## config.mk

```make
export PLATFORM = sky130hd
export DESIGN_NAME = gpu_packet_vertex_blend_flat
export DESIGN_NICKNAME = d
export VERILOG_FILES = /design/src/sv/gpvb_pkg.sv /design/src/sv/gpvb_channels.sv /design/src/sv/gpu_packet_vertex_blend.sv /design/src/sv/gpvb_axis_unit.sv /design/src/flat_wrapper.sv
export SDC_FILE = /design/constraint.sdc
export NUM_CORES = 2
export LEC_CHECK = 0
export ABC_AREA = 1
export BUFFER_PORTS_ARGS = -buffer_cell sky130_fd_sc_hd__buf_2
export CAP_MARGIN = 20
export CORE_MARGIN = 2
export CORE_UTILIZATION = 40
export CTS_CLUSTER_SIZE = 10
export DETAILED_ROUTE_END_ITERATION = 10
export PLACE_DENSITY = 0.55
export SLEW_MARGIN = 25
export SYNTH_ARGS = -nofsm -noshare
export SYNTH_HDL_FRONTEND = slang
export SYNTH_SLANG_ARGS = --single-unit
```

## constraint.sdc

```tcl
create_clock -name clock -period 11.22 [get_ports clock]
set_input_delay 1.683 -clock clock [delete_from_list [all_inputs] [get_ports clock]]
set_output_delay 1.683 -clock clock [all_outputs]
set_load 0.01 [all_outputs]
```

## src/sv/gpvb_pkg.sv

```systemverilog
// Shared types, constants and vertex map functions of the packet vertex blender.
package gpvb_pkg;

   localparam int WORD_W      = 32;
   localparam int LEN_W       = 5;
   localparam int INDEX_W     = 4;
   localparam int ALPHA_W     = 17;
   localparam int SNAP_W      = 16;
   localparam int AXIS_W      = 16;
   localparam int CSR_INDEX_W = 2;
   localparam int CSR_DATA_W  = 17;

   localparam logic [7:0]         TYPE_MASK  = 8'hFC;
   localparam logic [7:0]         POLY_FIRST = 8'h20;
   localparam logic [7:0]         POLY_LAST  = 8'h3C;
   localparam logic [7:0]         TILE_FIRST = 8'h60;
   localparam logic [7:0]         TILE_END   = 8'h80;
   localparam logic [SNAP_W-1:0]  SNAP_RESET = 16'd2048;
   localparam logic [ALPHA_W-1:0] ALPHA_ONE  = 17'd65536;

   typedef enum logic [1:0] {
      ST_BLENDED      = 2'd0,
      ST_NO_MAP       = 2'd1,
      ST_LEN_MISMATCH = 2'd2,
      ST_SNAPPED      = 2'd3
   } status_type;

   typedef enum logic [CSR_INDEX_W-1:0] {
      CSR_ALPHA      = 2'd0,
      CSR_TILES_OFF  = 2'd1,
      CSR_SNAP_LIMIT = 2'd2
   } csr_index_type;

   // Number of vertex words for a masked command type.
   function automatic logic [2:0] map_count(logic [7:0] cmd, logic tiles_off);
      logic [2:0] cnt;
      cnt = 3'd0;
      if (cmd >= POLY_FIRST && cmd <= POLY_LAST) begin
         // Quads carry four vertices, triangles three.
         cnt = cmd[3] ? 3'd4 : 3'd3;
      end else if (cmd >= TILE_FIRST && cmd < TILE_END && !tiles_off) begin
         cnt = 3'd1;
      end
      return cnt;
   endfunction

   // Word position of vertex k for a masked command type.
   function automatic logic [3:0] map_entry(logic [7:0] cmd, logic [1:0] k);
      logic [15:0] row;
      row = 16'h0002;
      if (cmd >= POLY_FIRST && cmd <= POLY_LAST) begin
         unique case (cmd[4:2])
            3'd0:    row = 16'h0432;
            3'd1:    row = 16'h0642;
            3'd2:    row = 16'h5432;
            3'd3:    row = 16'h8642;
            3'd4:    row = 16'h0642;
            3'd5:    row = 16'h0852;
            3'd6:    row = 16'h8642;
            3'd7:    row = 16'hB852;
            default: row = 16'h0002;
         endcase
      end
      return row[{k, 2'b00} +: 4];
   endfunction

endpackage

```

## src/sv/gpvb_channels.sv

```systemverilog
// Handshake channel interfaces for the input words and the result words.
interface gpvb_req_if import gpvb_pkg::*; ();
   logic               valid;
   logic               ready;
   logic [WORD_W-1:0]  prev_word;
   logic [WORD_W-1:0]  cur_word;
   logic [LEN_W-1:0]   prev_length;
   logic               last_word;

   modport source (output valid, prev_word, cur_word, prev_length, last_word, input ready);
   modport sink   (input valid, prev_word, cur_word, prev_length, last_word, output ready);
endinterface

interface gpvb_rsp_if import gpvb_pkg::*; ();
   logic               valid;
   logic               ready;
   logic [WORD_W-1:0]  out_word;
   logic [INDEX_W-1:0] word_index;
   status_type         status;
   logic               last_out;

   modport source (output valid, out_word, word_index, status, last_out, input ready);
   modport sink   (input valid, out_word, word_index, status, last_out, output ready);
endinterface

```

## src/sv/gpu_packet_vertex_blend.sv

```systemverilog
// Loading a packet accepts one word per cycle; the packet is then classified, each
// vertex word gets a move check (memory read, x axis, y axis), and each word is
// emitted, a blended vertex word after its x and y blends; output can stall.
// Throughput is set by the single shared axis unit and the single memory read port.
// Synchronous active-high reset clears sequencer, fill count and control registers
// to their reset values; the word stores hold no reset and are read only once written.
module gpu_packet_vertex_blend import gpvb_pkg::*; #(
   parameter int MAX_WORDS = 16
) (
   input  logic                    clock,
   input  logic                    reset,
   gpvb_req_if.sink                req,
   gpvb_rsp_if.source              rsp,
   input  logic                    csr_wr_en,
   input  logic [CSR_INDEX_W-1:0]  csr_index,
   input  logic [CSR_DATA_W-1:0]   csr_wdata
);

   localparam int IW    = $clog2(MAX_WORDS);
   localparam int CW    = $clog2(MAX_WORDS + 1);
   localparam int CMP_W = (CW > LEN_W) ? CW + 1 : LEN_W + 1;

   typedef enum logic [9:0] {
      S_LOAD     = 10'b00_0000_0001,
      S_DECIDE   = 10'b00_0000_0010,
      S_CHK_RD   = 10'b00_0000_0100,
      S_CHK_X    = 10'b00_0000_1000,
      S_CHK_Y    = 10'b00_0001_0000,
      S_EMIT_RD  = 10'b00_0010_0000,
      S_EMIT_X   = 10'b00_0100_0000,
      S_EMIT_Y   = 10'b00_1000_0000,
      S_EMIT_FIN = 10'b01_0000_0000,
      S_SEND     = 10'b10_0000_0000
   } state_type;

   state_type          state_ff, state_in;
   logic [CW-1:0]      fill_ff, fill_in;
   logic [LEN_W-1:0]   prev_len_ff, prev_len_in;
   logic [7:0]         type_ff, type_in;
   status_type         status_ff, status_in;
   logic [1:0]         vtx_ff, vtx_in;
   logic [IW-1:0]      idx_ff, idx_in;
   logic [ALPHA_W-1:0] alpha_ff;
   logic               tiles_off_ff;
   logic [SNAP_W-1:0]  snap_ff;

   logic [WORD_W-1:0]  out_word_ff, out_word_in;
   logic [INDEX_W-1:0] word_index_ff, word_index_in;
   logic               last_out_ff, last_out_in;

   logic [WORD_W-1:0]  prev_mem [MAX_WORDS];
   logic [WORD_W-1:0]  cur_mem  [MAX_WORDS];
   logic [WORD_W-1:0]  prev_q_ff;
   logic [WORD_W-1:0]  cur_q_ff;

   logic               accept;
   logic               wr_en;
   logic               rd_en;
   logic [IW-1:0]      rd_addr;
   logic [2:0]         nv;
   logic [3:0]         last_vtx;
   logic               vtx_hit;
   logic               use_hi;
   logic               unit_load;
   logic [AXIS_W-1:0]  p_axis, c_axis, move, blend;
   logic [ALPHA_W-1:0] csr_alpha;

   assign accept    = req.valid && req.ready;
   assign req.ready = (state_ff == S_LOAD);
   assign wr_en     = accept && (fill_ff < CW'(MAX_WORDS));

   assign nv       = map_count(type_ff, tiles_off_ff);
   assign last_vtx = map_entry(type_ff, 2'(nv - 3'd1));

   always_comb begin
      vtx_hit = 1'b0;
      for (int k = 0; k < 4; k++) begin
         if (3'(k) < nv && CMP_W'(map_entry(type_ff, 2'(k))) == CMP_W'(idx_ff)) begin
            vtx_hit = 1'b1;
         end
      end
   end

   // One read port serves both stores; the read word is registered and appears in the next cycle.
   assign rd_en   = (state_ff == S_CHK_RD) || (state_ff == S_EMIT_RD);
   assign rd_addr = (state_ff == S_CHK_RD) ? IW'(map_entry(type_ff, vtx_ff)) : idx_ff;

   always_ff @(posedge clock) begin
      if (wr_en) begin
         prev_mem[fill_ff[IW-1:0]] <= req.prev_word;
         cur_mem[fill_ff[IW-1:0]]  <= req.cur_word;
      end
   end

   always_ff @(posedge clock) begin
      if (rd_en) begin
         prev_q_ff <= prev_mem[rd_addr];
         cur_q_ff  <= cur_mem[rd_addr];
      end
   end

   assign use_hi    = (state_ff == S_CHK_Y) || (state_ff == S_EMIT_Y);
   assign unit_load = (state_ff == S_EMIT_X) || (state_ff == S_EMIT_Y);
   assign p_axis    = use_hi ? prev_q_ff[WORD_W-1:AXIS_W] : prev_q_ff[AXIS_W-1:0];
   assign c_axis    = use_hi ? cur_q_ff[WORD_W-1:AXIS_W]  : cur_q_ff[AXIS_W-1:0];

   gpvb_axis_unit u_axis (
      .clock  (clock),
      .p_axis (p_axis),
      .c_axis (c_axis),
      .alpha  (alpha_ff),
      .load   (unit_load),
      .move   (move),
      .blend  (blend)
   );

   always_comb begin
      state_in      = state_ff;
      fill_in       = fill_ff;
      prev_len_in   = prev_len_ff;
      type_in       = type_ff;
      status_in     = status_ff;
      vtx_in        = vtx_ff;
      idx_in        = idx_ff;
      out_word_in   = out_word_ff;
      word_index_in = word_index_ff;
      last_out_in   = last_out_ff;

      unique case (state_ff)
         S_LOAD: begin
            if (accept) begin
               if (fill_ff < CW'(MAX_WORDS)) begin
                  fill_in = fill_ff + CW'(1);
               end
               prev_len_in = req.prev_length;
               if (fill_ff == CW'(1)) begin
                  type_in = req.cur_word[WORD_W-1:WORD_W-8] & TYPE_MASK;
               end
               if (req.last_word) begin
                  state_in = S_DECIDE;
               end
            end
         end
         S_DECIDE: begin
            idx_in   = '0;
            vtx_in   = '0;
            state_in = S_EMIT_RD;
            priority if (fill_ff < CW'(2)) begin
               status_in = ST_NO_MAP;
            end else if (nv == 3'd0 || CMP_W'(last_vtx) >= CMP_W'(fill_ff)) begin
               status_in = ST_NO_MAP;
            end else if (CMP_W'(prev_len_ff) != CMP_W'(fill_ff)) begin
               status_in = ST_LEN_MISMATCH;
            end else begin
               status_in = ST_BLENDED;
               state_in  = S_CHK_RD;
            end
         end
         S_CHK_RD: begin
            state_in = S_CHK_X;
         end
         S_CHK_X: begin
            if (move > snap_ff) begin
               status_in = ST_SNAPPED;
               state_in  = S_EMIT_RD;
            end else begin
               state_in = S_CHK_Y;
            end
         end
         S_CHK_Y: begin
            if (move > snap_ff) begin
               status_in = ST_SNAPPED;
               state_in  = S_EMIT_RD;
            end else if ({1'b0, vtx_ff} + 3'd1 == nv) begin
               state_in = S_EMIT_RD;
            end else begin
               vtx_in   = vtx_ff + 2'd1;
               state_in = S_CHK_RD;
            end
         end
         S_EMIT_RD: begin
            state_in = S_EMIT_X;
         end
         S_EMIT_X: begin
            out_word_in   = cur_q_ff;
            word_index_in = INDEX_W'(idx_ff);
            last_out_in   = (CW'(idx_ff) + CW'(1) == fill_ff);
            if (status_ff == ST_BLENDED && vtx_hit) begin
               state_in = S_EMIT_Y;
            end else begin
               state_in = S_SEND;
            end
         end
         S_EMIT_Y: begin
            out_word_in[AXIS_W-1:0] = blend;
            state_in = S_EMIT_FIN;
         end
         S_EMIT_FIN: begin
            out_word_in[WORD_W-1:AXIS_W] = blend;
            state_in = S_SEND;
         end
         S_SEND: begin
            if (rsp.ready) begin
               if (last_out_ff) begin
                  fill_in  = '0;
                  state_in = S_LOAD;
               end else begin
                  idx_in   = idx_ff + IW'(1);
                  state_in = S_EMIT_RD;
               end
            end
         end
         default: begin
            state_in = S_LOAD;
         end
      endcase
   end

   always_ff @(posedge clock) begin
      if (reset) begin
         state_ff    <= S_LOAD;
         fill_ff     <= '0;
         prev_len_ff <= '0;
         status_ff   <= ST_BLENDED;
         vtx_ff      <= '0;
         idx_ff      <= '0;
      end else begin
         state_ff    <= state_in;
         fill_ff     <= fill_in;
         prev_len_ff <= prev_len_in;
         status_ff   <= status_in;
         vtx_ff      <= vtx_in;
         idx_ff      <= idx_in;
      end
   end

   always_ff @(posedge clock) begin
      type_ff       <= type_in;
      out_word_ff   <= out_word_in;
      word_index_ff <= word_index_in;
      last_out_ff   <= last_out_in;
   end

   // An alpha written above one saturates to one.
   assign csr_alpha = (csr_wdata > ALPHA_ONE) ? ALPHA_ONE : csr_wdata;

   always_ff @(posedge clock) begin
      if (reset) begin
         alpha_ff     <= '0;
         tiles_off_ff <= 1'b0;
         snap_ff      <= SNAP_RESET;
      end else if (csr_wr_en) begin
         unique case (csr_index)
            CSR_ALPHA:      alpha_ff     <= csr_alpha;
            CSR_TILES_OFF:  tiles_off_ff <= csr_wdata[0];
            CSR_SNAP_LIMIT: snap_ff      <= csr_wdata[SNAP_W-1:0];
            default: begin
            end
         endcase
      end
   end

   assign rsp.valid      = (state_ff == S_SEND);
   assign rsp.out_word   = out_word_ff;
   assign rsp.word_index = word_index_ff;
   assign rsp.status     = status_ff;
   assign rsp.last_out   = last_out_ff;

endmodule

```

## src/sv/gpvb_axis_unit.sv

```systemverilog
// Shared axis unit: signed move magnitude, then registered scale and rounded blend.
module gpvb_axis_unit import gpvb_pkg::*; (
   input  logic                clock,
   input  logic [AXIS_W-1:0]   p_axis,
   input  logic [AXIS_W-1:0]   c_axis,
   input  logic [ALPHA_W-1:0]  alpha,
   input  logic                load,
   output logic [AXIS_W-1:0]   move,
   output logic [AXIS_W-1:0]   blend
);

   logic [AXIS_W:0]     diff;
   logic [AXIS_W:0]     neg_diff;
   logic [2*AXIS_W-1:0] prod_in;
   logic [2*AXIS_W-1:0] prod_ff;
   logic                neg_ff;
   logic [AXIS_W-1:0]   p_ff;
   logic [AXIS_W-1:0]   rem;
   logic                round_up;
   logic [AXIS_W-1:0]   step;

   assign diff     = {c_axis[AXIS_W-1], c_axis} - {p_axis[AXIS_W-1], p_axis};
   assign neg_diff = '0 - diff;
   assign move     = diff[AXIS_W] ? neg_diff[AXIS_W-1:0] : diff[AXIS_W-1:0];
   assign prod_in  = (2*AXIS_W)'(move) * (2*AXIS_W)'(alpha);

   always_ff @(posedge clock) begin
      if (load) begin
         prod_ff <= prod_in;
         neg_ff  <= diff[AXIS_W];
         p_ff    <= p_axis;
      end
   end

   // Round half to even on the magnitude, then apply the sign and wrap.
   assign rem      = prod_ff[AXIS_W-1:0];
   assign round_up = (rem > 16'h8000) || (rem == 16'h8000 && prod_ff[AXIS_W]);
   assign step     = prod_ff[2*AXIS_W-1:AXIS_W] + AXIS_W'(round_up);
   assign blend    = neg_ff ? (p_ff - step) : (p_ff + step);

endmodule

```

## src/flat_wrapper.sv

```systemverilog
// flat-port wrapper written by rule: the top's interface ports become plain ports
module gpu_packet_vertex_blend_flat import gpvb_pkg::*;
#(
   parameter int MAX_WORDS = 16
)
  (clock, reset, csr_wr_en, csr_index, csr_wdata, req_valid, req_prev_word, req_cur_word, req_prev_length, req_last_word, req_ready, rsp_valid, rsp_out_word, rsp_word_index, rsp_status, rsp_last_out, rsp_ready);
  gpvb_req_if req_i ();
  gpvb_rsp_if rsp_i ();
  input  logic clock;
  input  logic reset;
  input  logic csr_wr_en;
  input  logic [CSR_INDEX_W-1:0] csr_index;
  input  logic [CSR_DATA_W-1:0] csr_wdata;
  input wire logic [$bits(req_i.valid)-1:0] req_valid;
  input wire logic [$bits(req_i.prev_word)-1:0] req_prev_word;
  input wire logic [$bits(req_i.cur_word)-1:0] req_cur_word;
  input wire logic [$bits(req_i.prev_length)-1:0] req_prev_length;
  input wire logic [$bits(req_i.last_word)-1:0] req_last_word;
  output wire logic [$bits(req_i.ready)-1:0] req_ready;
  output wire logic [$bits(rsp_i.valid)-1:0] rsp_valid;
  output wire logic [$bits(rsp_i.out_word)-1:0] rsp_out_word;
  output wire logic [$bits(rsp_i.word_index)-1:0] rsp_word_index;
  output wire logic [$bits(rsp_i.status)-1:0] rsp_status;
  output wire logic [$bits(rsp_i.last_out)-1:0] rsp_last_out;
  input wire logic [$bits(rsp_i.ready)-1:0] rsp_ready;
  assign req_i.valid = req_valid;
  assign req_i.prev_word = req_prev_word;
  assign req_i.cur_word = req_cur_word;
  assign req_i.prev_length = req_prev_length;
  assign req_i.last_word = req_last_word;
  assign req_ready = req_i.ready;
  assign rsp_valid = rsp_i.valid;
  assign rsp_out_word = rsp_i.out_word;
  assign rsp_word_index = rsp_i.word_index;
  assign rsp_status = rsp_i.status;
  assign rsp_last_out = rsp_i.last_out;
  assign rsp_i.ready = rsp_ready;
  gpu_packet_vertex_blend #(.MAX_WORDS(MAX_WORDS)) u_core (.clock(clock), .reset(reset), .req(req_i), .rsp(rsp_i), .csr_wr_en(csr_wr_en), .csr_index(csr_index), .csr_wdata(csr_wdata));
endmodule
```

==> parameters.txt <==
Parameter                              Value

Clocking
  CTS tree ... yes
  Number of buffers on the longest clock path ... 3
  Number of CTS-inserted buffers ... 148
  Clk pin slew, worst setup/hold paths ... 60 ps
  CTS root buffer ... clkbuf_16
  Clock latency on the worst-skew pair ... 790 ps
  H-Tree Depth ... 4
  Sink count of the clock tree ... 1252
  Cts hold-fix bufs ... 0
  Number of cells upsized or downsized after cts ... 0
  Buffers inserted by post-CTS timing repair ... 0

Worst setup path
  Critical path origin ... u_core.state_ff[2]
  Cell depth of the worst flop-to-flop path ... 46
  Arrival time reported for the critical path endpoint ... 10810 ps
  Max incr delay on CP ... 600 ps
  Path length in cells of the critical path ... 46
  Type of origin of the critical path ... flop
  Required time of the critical path ... 11740 ps
  Category of the most critical setup path ... flop to flop
  Most numerous cell on the critical path ... nand2_1
  R2R Path Start ... u_core.state_ff[2]
  Critical path capture point type ... flop
  Cell family contributing the most delay on the critical path ... adder cells
  Slowest CP cell ... nand2_1
  Worst path buffer plus inverter count ... 12
  Critical path peak fanout ... 19

Synthesis
  Number of flops mapped to enable cells by yosys ... 1180
  Post-synthesis cell area ... 62500 µm²
  Mapped Avg Cell Area ... 11.1 µm²
  Synth unique cells ... 58
  Net count of the mapped netlist ... 6093
  Share of synthesized area occupied by flip-flops and latches ... 0.590
  Number of synthesized register bits ... 1252
  Primary flip-flop cell chosen by synthesis mapping ... edfxtp_1
  Async set-or-reset flop fraction in the synthesized netlist ... 0
  Number of synthesis warnings ... 0
  Gate count of the mapped netlist ... 5627

Timing
  Hold Worst Slack ... 490 ps
  Final period demand of the worst path ... 10290 ps
  Count of pins over their slew limit ... 0
  Setup repair after global routing missed its margin ... false
  Maximum operating frequency ... 97.2 MHz
  Setup TNS Final ... 0 ps
  Period utilization ... 0.917
  Worst slew margin relative to its limit ... 0.320
  Worst slew pin tran ... 1020 ps
  Final hold violations ... 0
  Post-route clock skew ... 33.4 ps
  Final count of negative-setup-slack endpoints ... 0
  Final worst setup slack ... 933 ps

Power
  Total power after layout ... 11.0 mW
  Sequential Power Share ... 0.483
  Clock network power share ... 0.390
  Sw Ratio ... 0.261
  Cell-internal power ... 8.10 mW
  Largest vdd supply drop ... 117 µV
  Cell area power density ... 158 nW/µm²
  Switch Pwr ... 2.86 mW
  P_leak ... 26.3 nW
  Combinational fraction of design power ... 0.127

Floorplan
  Placeable core area ... 156000 µm²
  Starting density of the core ... 0.401
  Boundary Pins ... 135
  Full die area ... 159000 µm²
  Die Span Y ... 399 µm
  Row Count ... 145
  DIE WIDTH ... 399 µm

GRT
  Maximum number of pins on one net before global-route repair ... 189
  Vias in the first global route ... 40200
  Wire length of the first global-routing pass ... 263000 µm
  Initial antenna violation count ... 37
  Global-route usage over all layers ... 0.222
  Gr ovfl total ... 0

Detailed routing
  Remaining number of nets flagged by the antenna check after routing ... 0
  Routed Wire Length ... 178000 µm
  Residual DRC count ... 0
  First drt pass iteration count ... 6
  Post-detailed-route wirelength per cell ... 22.8 µm
  DRC violation total after the first TritonRoute iteration ... 3211
  Via density per instance ... 5.28
  Routed via count ... 41300

Min path
  Hold Path Depth ... 2
  Hold_sp ... u_core.prev_len_ff[4]
  Class of the tightest hold or removal check ... flop to flop

Outcome
  Run status ... complete, no violations

Flow run
  Count of max-cap constraint violations ... 0

Layout
  Layout overhead on the synthesized area ... 11.0%
  Fraction of final layout cells sized beyond drive strength 1 ... 0.0940
  # nets final ... 6168

Placed design
  Port buffer count ... 134
  Minimum setup slack after placement ... 546 ps
  Weighted congestion reported at the end of routability-driven placement ... 0.934
  Placed wire-length estimate after detailed placement ... 107000 µm
==> worst paths after layout <==
path	end	slack, ps
worst max-delay path	u_core.u_axis.prod_ff[31]	930
worst min-delay path	u_core.prev_len_ff[4]	490
worst min register to register	u_core.prev_len_ff[4]	490
worst max register to register	u_core.u_axis.prod_ff[31]	930
==> synthesized netlist by cell type (all sizes together) (4+ instances only) <==
cell type	instances	area (µm²)
edfxtp	1180	35400
nand2	877	3370
inv	825	3100
nand3	414	2080
o21ai	406	2040
o211ai	388	2910
nor2	316	1240
fa	209	4180
ha	163	2040
buf	149	830
or2	133	832
a21oi	128	644
clkbuf	119	448
dfxtp	72	1440
xor2	67	594
nand4	34	213
a211oi	24	180
xnor2	21	184
nor3	16	103
a21o	13	97.6
clkinv	13	48.8
nor4	12	75.1
a31oi	9	71.3
nand3b	9	71.3
a21boi	4	30.0
o21a	4	30.0
==> cell type report <==
cell class / count / area [µm²]
Antenna cell: 6 / 15.0
Inverter: 838 / 3170
Multi-Input combinational cell: 3269 / 21300
Sequential cell: 1252 / 36900
Clock inverter: 25 / 314
Fill cell: 14500 / 86400
Tap cell: 2058 / 2570
Timing Repair Buffer: 193 / 1200
Clock buffer: 168 / 3840
==> cell usage in the layout (no fill, tap or decap), types with 127 or more instances in the layout <==
master     Yosys  layout
edfxtp_1    1180    1180
nand2_1      855     853
inv_1        813     811
nand3_1      412     412
o211ai_1     388     388
o21ai_0      312     312
nor2_1       306     291
fa_1         209     209
ha_1         163     163
clkbuf_16      0     150
buf_2        102     134
a21oi_1      127     127
==> kinds of logic after synthesis <==
logic type	Yosys count	share of synthesized area
XOR/XNOR	88	0.0125
AND/OR/NAND/NOR	1817	0.128
flip-flops	1252	0.590
adder cells (fa/ha/maj)	372	0.0997
buffers and inverters	1106	0.0708
multiplexers	1	0.000160
AO/OA/AOI/OAI	991	0.0980
==> worst min-delay path: stages, from the launching register on <==
cell and delay [ps]:
dfxtp_1 320, inv_1 50, a211oi_1 60
==> layer usage <==
metal	track usage	part of all wire	vias up
met5	0	0.0012	-
met4	0.0632	0.025	34
met3	0.0360	0.052	284
met2	0.373	0.49	1140
met1	0.298	0.43	20400
li1	-	-	19400
==> power by group through the flow <==
| stage | registers (mW) | clock network, mW | logic, mW |
|---|---|---|---|
| 2_1_floorplan | 5.37 | 0 | 0.903 |
| 3_3_place_gp | 5.38 | 0 | 1.39 |
| 3_5_place_dp | 5.38 | 0 | 1.40 |
| 4_1_cts | 5.29 | 4.38 | 1.41 |
| 5_1_grt | 5.29 | 4.55 | 1.55 |
| 6_report | 5.29 | 4.28 | 1.39 |
==> flip-flops by register name (all words and copies together), names as in the netlist, 10 cells and up, named ones only <==
register               flops
u_core.state_ff           10
u_core.alpha_ff           17
u_core.cur_mem           512
u_core.snap_ff            16
u_core.prev_mem          512
u_core.u_axis.p_ff        16
u_core.rsp.out_word       32
u_core.prev_q_ff          32
u_core.u_axis.prod_ff     32
u_core.cur_q_ff           32
==> metrics by stage <==
stage | instances | cell area (µm²) | utilization
after global routing | 7807 | 69300 | 0.445
after global placement | 7608 | 65100 | 0.418
after floorplan | 5627 | 62500 | -
after detailed placement | 7609 | 65100 | 0.418
after CTS | 7802 | 69300 | 0.445
final | 7809 | 69300 | 0.445
Power figures use the tool's default switching activity.
